<file path="src/rtl/abae_pkg.sv">
// Shared types and constants of the adaptive binary arithmetic encoder.
package abae_pkg;

    localparam int PROB_W   = 12;
    localparam int CTX_W    = 9;
    localparam int BOUND_W  = 32;
    localparam int CFG_IDX_W  = 1;
    localparam int CFG_DATA_W = 9;

    localparam logic [PROB_W-1:0] PROB_INIT = 12'd2048;
    localparam logic [PROB_W-1:0] PROB_MAX  = 12'hfff;

    localparam logic [CFG_IDX_W-1:0] CFG_CONTEXT_MODE    = 1'b0;
    localparam logic [CFG_IDX_W-1:0] CFG_INITIAL_CONTEXT = 1'b1;

    localparam logic [1:0] MODE_SINGLE       = 2'd0;
    localparam logic [1:0] MODE_TREE9        = 2'd1;
    localparam logic [1:0] MODE_TREE8_PREFIX = 2'd2;

    localparam logic OP_ENCODE = 1'b0;
    localparam logic OP_FLUSH  = 1'b1;

    typedef struct packed {
        logic clear;
        logic load;
        logic index;
        logic mult;
        logic update;
        logic emit;
        logic flush;
    } t_cmd;

    typedef struct packed {
        logic clear_last;
        logic match;
        logic last;
        logic out_free;
    } t_stat;

endpackage

</file>
<file path="src/rtl/abae_ctrl.sv">
// Controller: clearing pass, item sequencing and byte emission.
module abae_ctrl (
    input  logic            i_clk,
    input  logic            i_rst_n,
    input  logic            i_in_valid,
    input  logic            i_in_op,
    output logic            o_in_ready,
    input  abae_pkg::t_stat i_stat,
    output abae_pkg::t_cmd  o_cmd
);

    typedef enum logic [6:0] {
        S_CLEAR  = 7'b0000001,
        S_IDLE   = 7'b0000010,
        S_INDEX  = 7'b0000100,
        S_MULT   = 7'b0001000,
        S_UPDATE = 7'b0010000,
        S_EMIT   = 7'b0100000,
        S_FLUSH  = 7'b1000000
    } t_state;

    t_state r_state, n_state;

    always_comb begin
        n_state    = r_state;
        o_cmd      = '0;
        o_in_ready = 1'b0;
        case (r_state)
            S_CLEAR: begin
                o_cmd.clear = 1'b1;
                if (i_stat.clear_last) n_state = S_IDLE;
            end
            S_IDLE: begin
                o_in_ready = 1'b1;
                if (i_in_valid) begin
                    o_cmd.load = 1'b1;
                    n_state = (i_in_op == abae_pkg::OP_FLUSH) ? S_FLUSH : S_INDEX;
                end
            end
            S_INDEX: begin
                o_cmd.index = 1'b1;
                n_state = S_MULT;
            end
            S_MULT: begin
                o_cmd.mult = 1'b1;
                n_state = S_UPDATE;
            end
            S_UPDATE: begin
                o_cmd.update = 1'b1;
                n_state = S_EMIT;
            end
            S_EMIT: begin
                if (!i_stat.match) begin
                    n_state = S_IDLE;
                end else if (i_stat.out_free) begin
                    o_cmd.emit = 1'b1;
                    if (i_stat.last) n_state = S_IDLE;
                end
            end
            S_FLUSH: begin
                if (i_stat.out_free) begin
                    o_cmd.flush = 1'b1;
                    if (i_stat.last) n_state = S_IDLE;
                end
            end
            default: n_state = S_IDLE;
        endcase
    end

    always_ff @(posedge i_clk) begin
        if (!i_rst_n) begin
            r_state <= S_CLEAR;
        end else begin
            r_state <= n_state;
        end
    end

endmodule

</file>
<file path="config.mk">
export PLATFORM = sky130hd
export DESIGN_NAME = abae_ctrl
export DESIGN_NICKNAME = d
export VERILOG_FILES = /design/src/rtl/abae_pkg.sv /design/src/rtl/abae_ctrl.sv
export SDC_FILE = /design/constraint.sdc
export NUM_CORES = 1
export LEC_CHECK = 0
export BUFFER_PORTS_ARGS = -buffer_cell sky130_fd_sc_hd__buf_4
export CORE_AREA = 2 2 39 41
export CTS_CLUSTER_SIZE = 10
export DETAILED_ROUTE_END_ITERATION = 6
export DIE_AREA = 0 0 41 43
export GPL_TIMING_DRIVEN = 0
export PLACE_DENSITY = 0.67
export SLEW_MARGIN = 20
export SYNTH_ARGS = -nofsm -noshare
export SYNTH_HDL_FRONTEND = slang
export SYNTH_SLANG_ARGS = --single-unit
</file>
<file path="constraint.sdc">
create_clock -name i_clk -period 1.47 [get_ports i_clk]
set_clock_uncertainty 0.2 [all_clocks]
set_input_delay 0.0735 -clock i_clk [delete_from_list [all_inputs] [get_ports i_clk]]
set_output_delay 0.0735 -clock i_clk [all_outputs]
set_load 0.005 [all_outputs]
</file>
======== Word-level counts from Yosys, hierarchy flattened ========
Cells that the tools add are included.
word-level totals
  memories kept ........................... 0
  word-level logic and storage cells ...... 29
  bits in latches ......................... 0
  register bits ........................... 7
  bits of input ports ..................... 8
  memory bits (writable) .................. 0
  bits in read-only memories .............. 0
operators by class
  bitwise logic cells ..................... 0
  divide/modulo/power cells ............... 0
  multiplexer cells ....................... 18
  reduce and logical (&&, ||, !) cells .... 1
  eq/ne operators ......................... 9
  shifts and indexed selects .............. 0
  multiply operators ...................... 0
  order comparisons ....................... 0
  add/sub/neg operators ................... 0
operators by type and width
  operator            count
  $pmux 7 s7          1
  $mux 7              6
  $mux 1              11
  $eq 7x1->1 const B  1
  $eq 7x2->1 const B  1
  $eq 7x3->1 const B  1
  $eq 7x4->1 const B  1
  $eq 7x5->1 const B  1
  $eq 7x6->1 const B  1
  $eq 7x7->1 const B  1
  $ne 2x2->1 const B  2
  $reduce_and 2->1    1

======== Longest topological paths before layout ========
  depth after elaboration ................. 4
  depth in mapped cells ................... 6
  mapped depth without buffers ............ 4

======== Worst setup path after synthesis ========
Ideal clock, no wire load.
  path type ............................... flip-flop to flip-flop
  start point ............................. reg r_state[5]
  end point ............................... reg r_state[2]
  path slack .............................. -0.174 ns
  cell stages (with the launch flop) ...... 7
  arrival time ............................ 1.385 ns
  buffers on the path ..................... 2
  path through ............................ dfxtp_1 > buf_6 > or3_1 > buf_6 > nor3_4 > and2_4 > and3b_1
on the way
  word-level cells in the longest chain between the ends .. 3
ends and longest elaborated chain
  what                                             line             text
  from (decl)                                      abae_ctrl.sv:22  t_state r_state, n_state;
  from (signal assigned)                           abae_ctrl.sv:74  r_state <= n_state;
  $eq 7x1->1 / $eq 7x2->1 (equally long branches)  abae_ctrl.sv:28  case (r_state)
  $ne 2x2->1 (no source line)                      -
  $reduce_and 2->1 (no source line)                -
Parallel ways exist; a longest one is shown, timed or not.
A chain may end at the register's enable or synchronous reset.

==> summary.txt <==
CP required: 1.20 ns
Cell mode on critical path: buf_4
# H-tree levels: 1
Port Buf Inserts: 15
Max FFs per register: 7
GRT Total Usage: 17.7%
Crit path DAT: 1.56 ns
First-pass GRT wire length: 2130 um
HP Class: in2reg
Hold_ws: 0.179 ns
Clock Tree Buf Depth: 2
FF-to-FF Start: r_state[1]
Chip width: 41 um
Final setup viols: 14
Clk pwr share: 31.4%
Sw frac: 26.3%
Fillers: 110
Cell taking the most area after synthesis: dfxtp_1
Via-to-Cell Ratio: 5.23
Final Cycle Share: 125%
Setup crit start kind: flop
Mux contribution to synthesized area: 0%
# diodes: 0
Xor/xnor share of the synthesized area: 1.94%
Post-Synth Simple-Gate Area: 42.9%
Largest register by flop count: r_state
FF-to-FF setup slack: -0.16 ns
Largest net degree at the start of global routing: 9
TritonRoute pass-1 iters: 4
Slew headroom: 82.7%
Layout area overhead: 96.1%
Syn Inst Count: 54
Layout cells sized above 1: 60.0%
Seq/Total Area, Yosys: 31.0%
Yosys warning total: 0
Status: complete, but fails checks
Unrepaired setup endpoints after global routing: true
DRC: 0
Crit path to: o_cmd[0]
Worst setup path startpoint: r_state[1]
Syn Area/Cell: 8.36 um^2
Total power: 539 uW
# IOs: 16
CP peak stage delay: 0.31 ns
Die area: 1760 um^2
F_max: 546 MHz
Row count: 14
Slew Limit Fails: 0
Failing checks: setup timing
Crit-path cells: buf_6 > buf_4 > nor4_4 > nor2b_4 > nand2_2 > nor3b_2 > buf_4
Clk Latency, worst-skew pair: 0.25 ns
Adder-cell share of the synthesized area: 0%
Number of global-route vias before repair: 516
CTS tree: built
Area of the mapped netlist: 452 um^2
Hold Vio Cnt, Final: 0
Core area: 1380 um^2
Routed wire length: 1470 um
Critical path class: reg2out
Synth area leaders: dfxtp_1 (31%), nor4_1 (5.5%), buf_6 (5.0%)
DP Wirelength: 861 um
Delay-heaviest family, CP: simple AND/OR/NAND/NOR gates
Worst Reg-to-Reg Cells: 6
Worst Setup Slack, final: -0.361 ns
Initial Util: 32.6%
Initial DRC count: 14
Top flop regs: r_state (7)
Multi-input logic area: 378 um^2
Register area: 151 um^2
Type of destination of the critical path: output pin
Gpl congestion: 0.761
EDFF count, synth: 0
Synth top cells by count: dfxtp_1 (7), nor4_1 (4)
Power density of the placed cells: 608 nW/um^2
Initial antenna violation count: 0
Compound-Gate Fraction of Synth Area: 15.8%
Psw: 142 uW
Register share of total power: 38.3%
Worst vdd ir: 0.401 mV
Worst slack at placement: -0.247 ns
P_int: 397 uW
Chip height: 43 um
Slowest-stage cell, CP: dfxtp_2
Num CTS Buffers: 3
Post-synth cell types: 31
Clk sinks: 7
Levels on crit path: 7
Reg clk slew, reported paths: 0.05 ns
DR vias: 554
Max Cap Viol: 0
Clock Tree Root: clkbuf_4
Main flop type after synthesis: dfxtp_1
Largest family of logic cells by synthesized area: simple AND/OR/NAND/NOR gates
Post-layout minimum cycle time: 1.83 ns
Pleak: 0.000382 uW
Measured slew at the worst slew-check pin: 0.259 ns
Routed Antenna Nets: 0
Final #Nets: 99
CP Max Fanout: 6
Logic pwr share: 30.3%
Hold_sp: i_stat[1]
Total gr overflow: 0
WL/cell: 13.8 um
Reg-to-Reg End: r_state[1]
Asr flop ratio synth: 0%
Buf/Inv on CP: 3
Syn nets: 62
Count leader, synth: dfxtp_1
Flops & latches, synth: 7
Post-synth top area share: 31.0%
==> how the worst min path moves through the flow <==
| stage | depth (start not counted) | slack [ns] | end |
|---|---|---|---|
| 6_report | 5 | 0.18 | r_state[1] |
| 2_1_floorplan | 1 | -0.02 | r_state[0] |
| 3_3_place_gp | 2 | 0.12 | r_state[0] |
| 4_1_cts | 5 | 0.16 | r_state[1] |
| 3_5_place_dp | 2 | 0.13 | r_state[0] |
| 5_1_grt | 5 | 0.22 | r_state[1] |
==> layer usage <==
layer  vias up  global-route usage (%)  share of wire (%)
met3         2                    3.14                3.0
met1       271                    20.5                 41
met2        14                    28.7                 55
met5         -                       0                  0
li1        267                       -                  -
met4         0                    10.0                1.3
==> what timing repair did <==
| action | in CTS | in global routing |
|---|---|---|
| pin swaps | 6 | 7 |
| gates resized for setup | 15 | 13 |
| setup endpoints to repair | 14 | 15 |
| hold endpoints to repair | 7 | 0 |
| setup buffers | 6 | 7 |
| hold buffers | 7 | 0 |
==> cells in the final DEF (no fill, tap or decap), drive strengths merged, types with 2 or more instances in the layout <==
master,n
nor2,3
buf,28
nor2b,3
nand2,3
and2,3
inv,2
clkbuf,4
nand2b,2
o21ai,2
nand3,3
dlygate4sd3,7
nor3,3
dfxtp,7
nor4,4
==> final cells by class <==
type                       count  area share [%]
timing repair buffer          34            32.9
inverter                       2           0.847
multi-input combinational     42            42.7
buffer                         1            1.27
clock buffer                   4            2.97
sequential                     7            17.1
tap                           16            2.26
==> worst min-delay path: cells and delay by family <==
| family | cells | cell delay [ns] |
|---|---|---|
| AOI/OAI and AO/OA | 4 | 0.42 |
| buffers and inverters | 1 | 0.09 |
==> metrics by stage <==
step | util [%] | area (um^2) | TNS (ns) | instances
2_1_floorplan | - | 477 | -0.467 | 54
3_3_place_gp | 44.0 | 609 | -1.58 | 85
3_5_place_dp | 44.0 | 609 | -1.58 | 85
4_1_cts | 58.3 | 807 | -2.75 | 101
5_1_grt | 64.0 | 886 | -3.61 | 106
6_report | 64.0 | 886 | -2.72 | 106
==> logic make-up (layout without fill, tap and decap cells) <==
logic type / count (synthesis) / count (layout)
xor gates and xnor gates: 1 / 1
AOI/OAI and AO/OA: 10 / 10
buffers and inverters: 5 / 41
DFF: 7 / 7
and+or+nand+nor: 31 / 31
==> power groups by stage <==
stage	clock [uW]	sequential (uW)	combinational [uW]
after global placement	0	208	94.4
after detailed placement	0	208	95.9
after CTS	176	207	135
after global routing	184	207	175
final	169	206	163
after floorplan	0	206	59.1
Power figures use the tool's default switching activity.
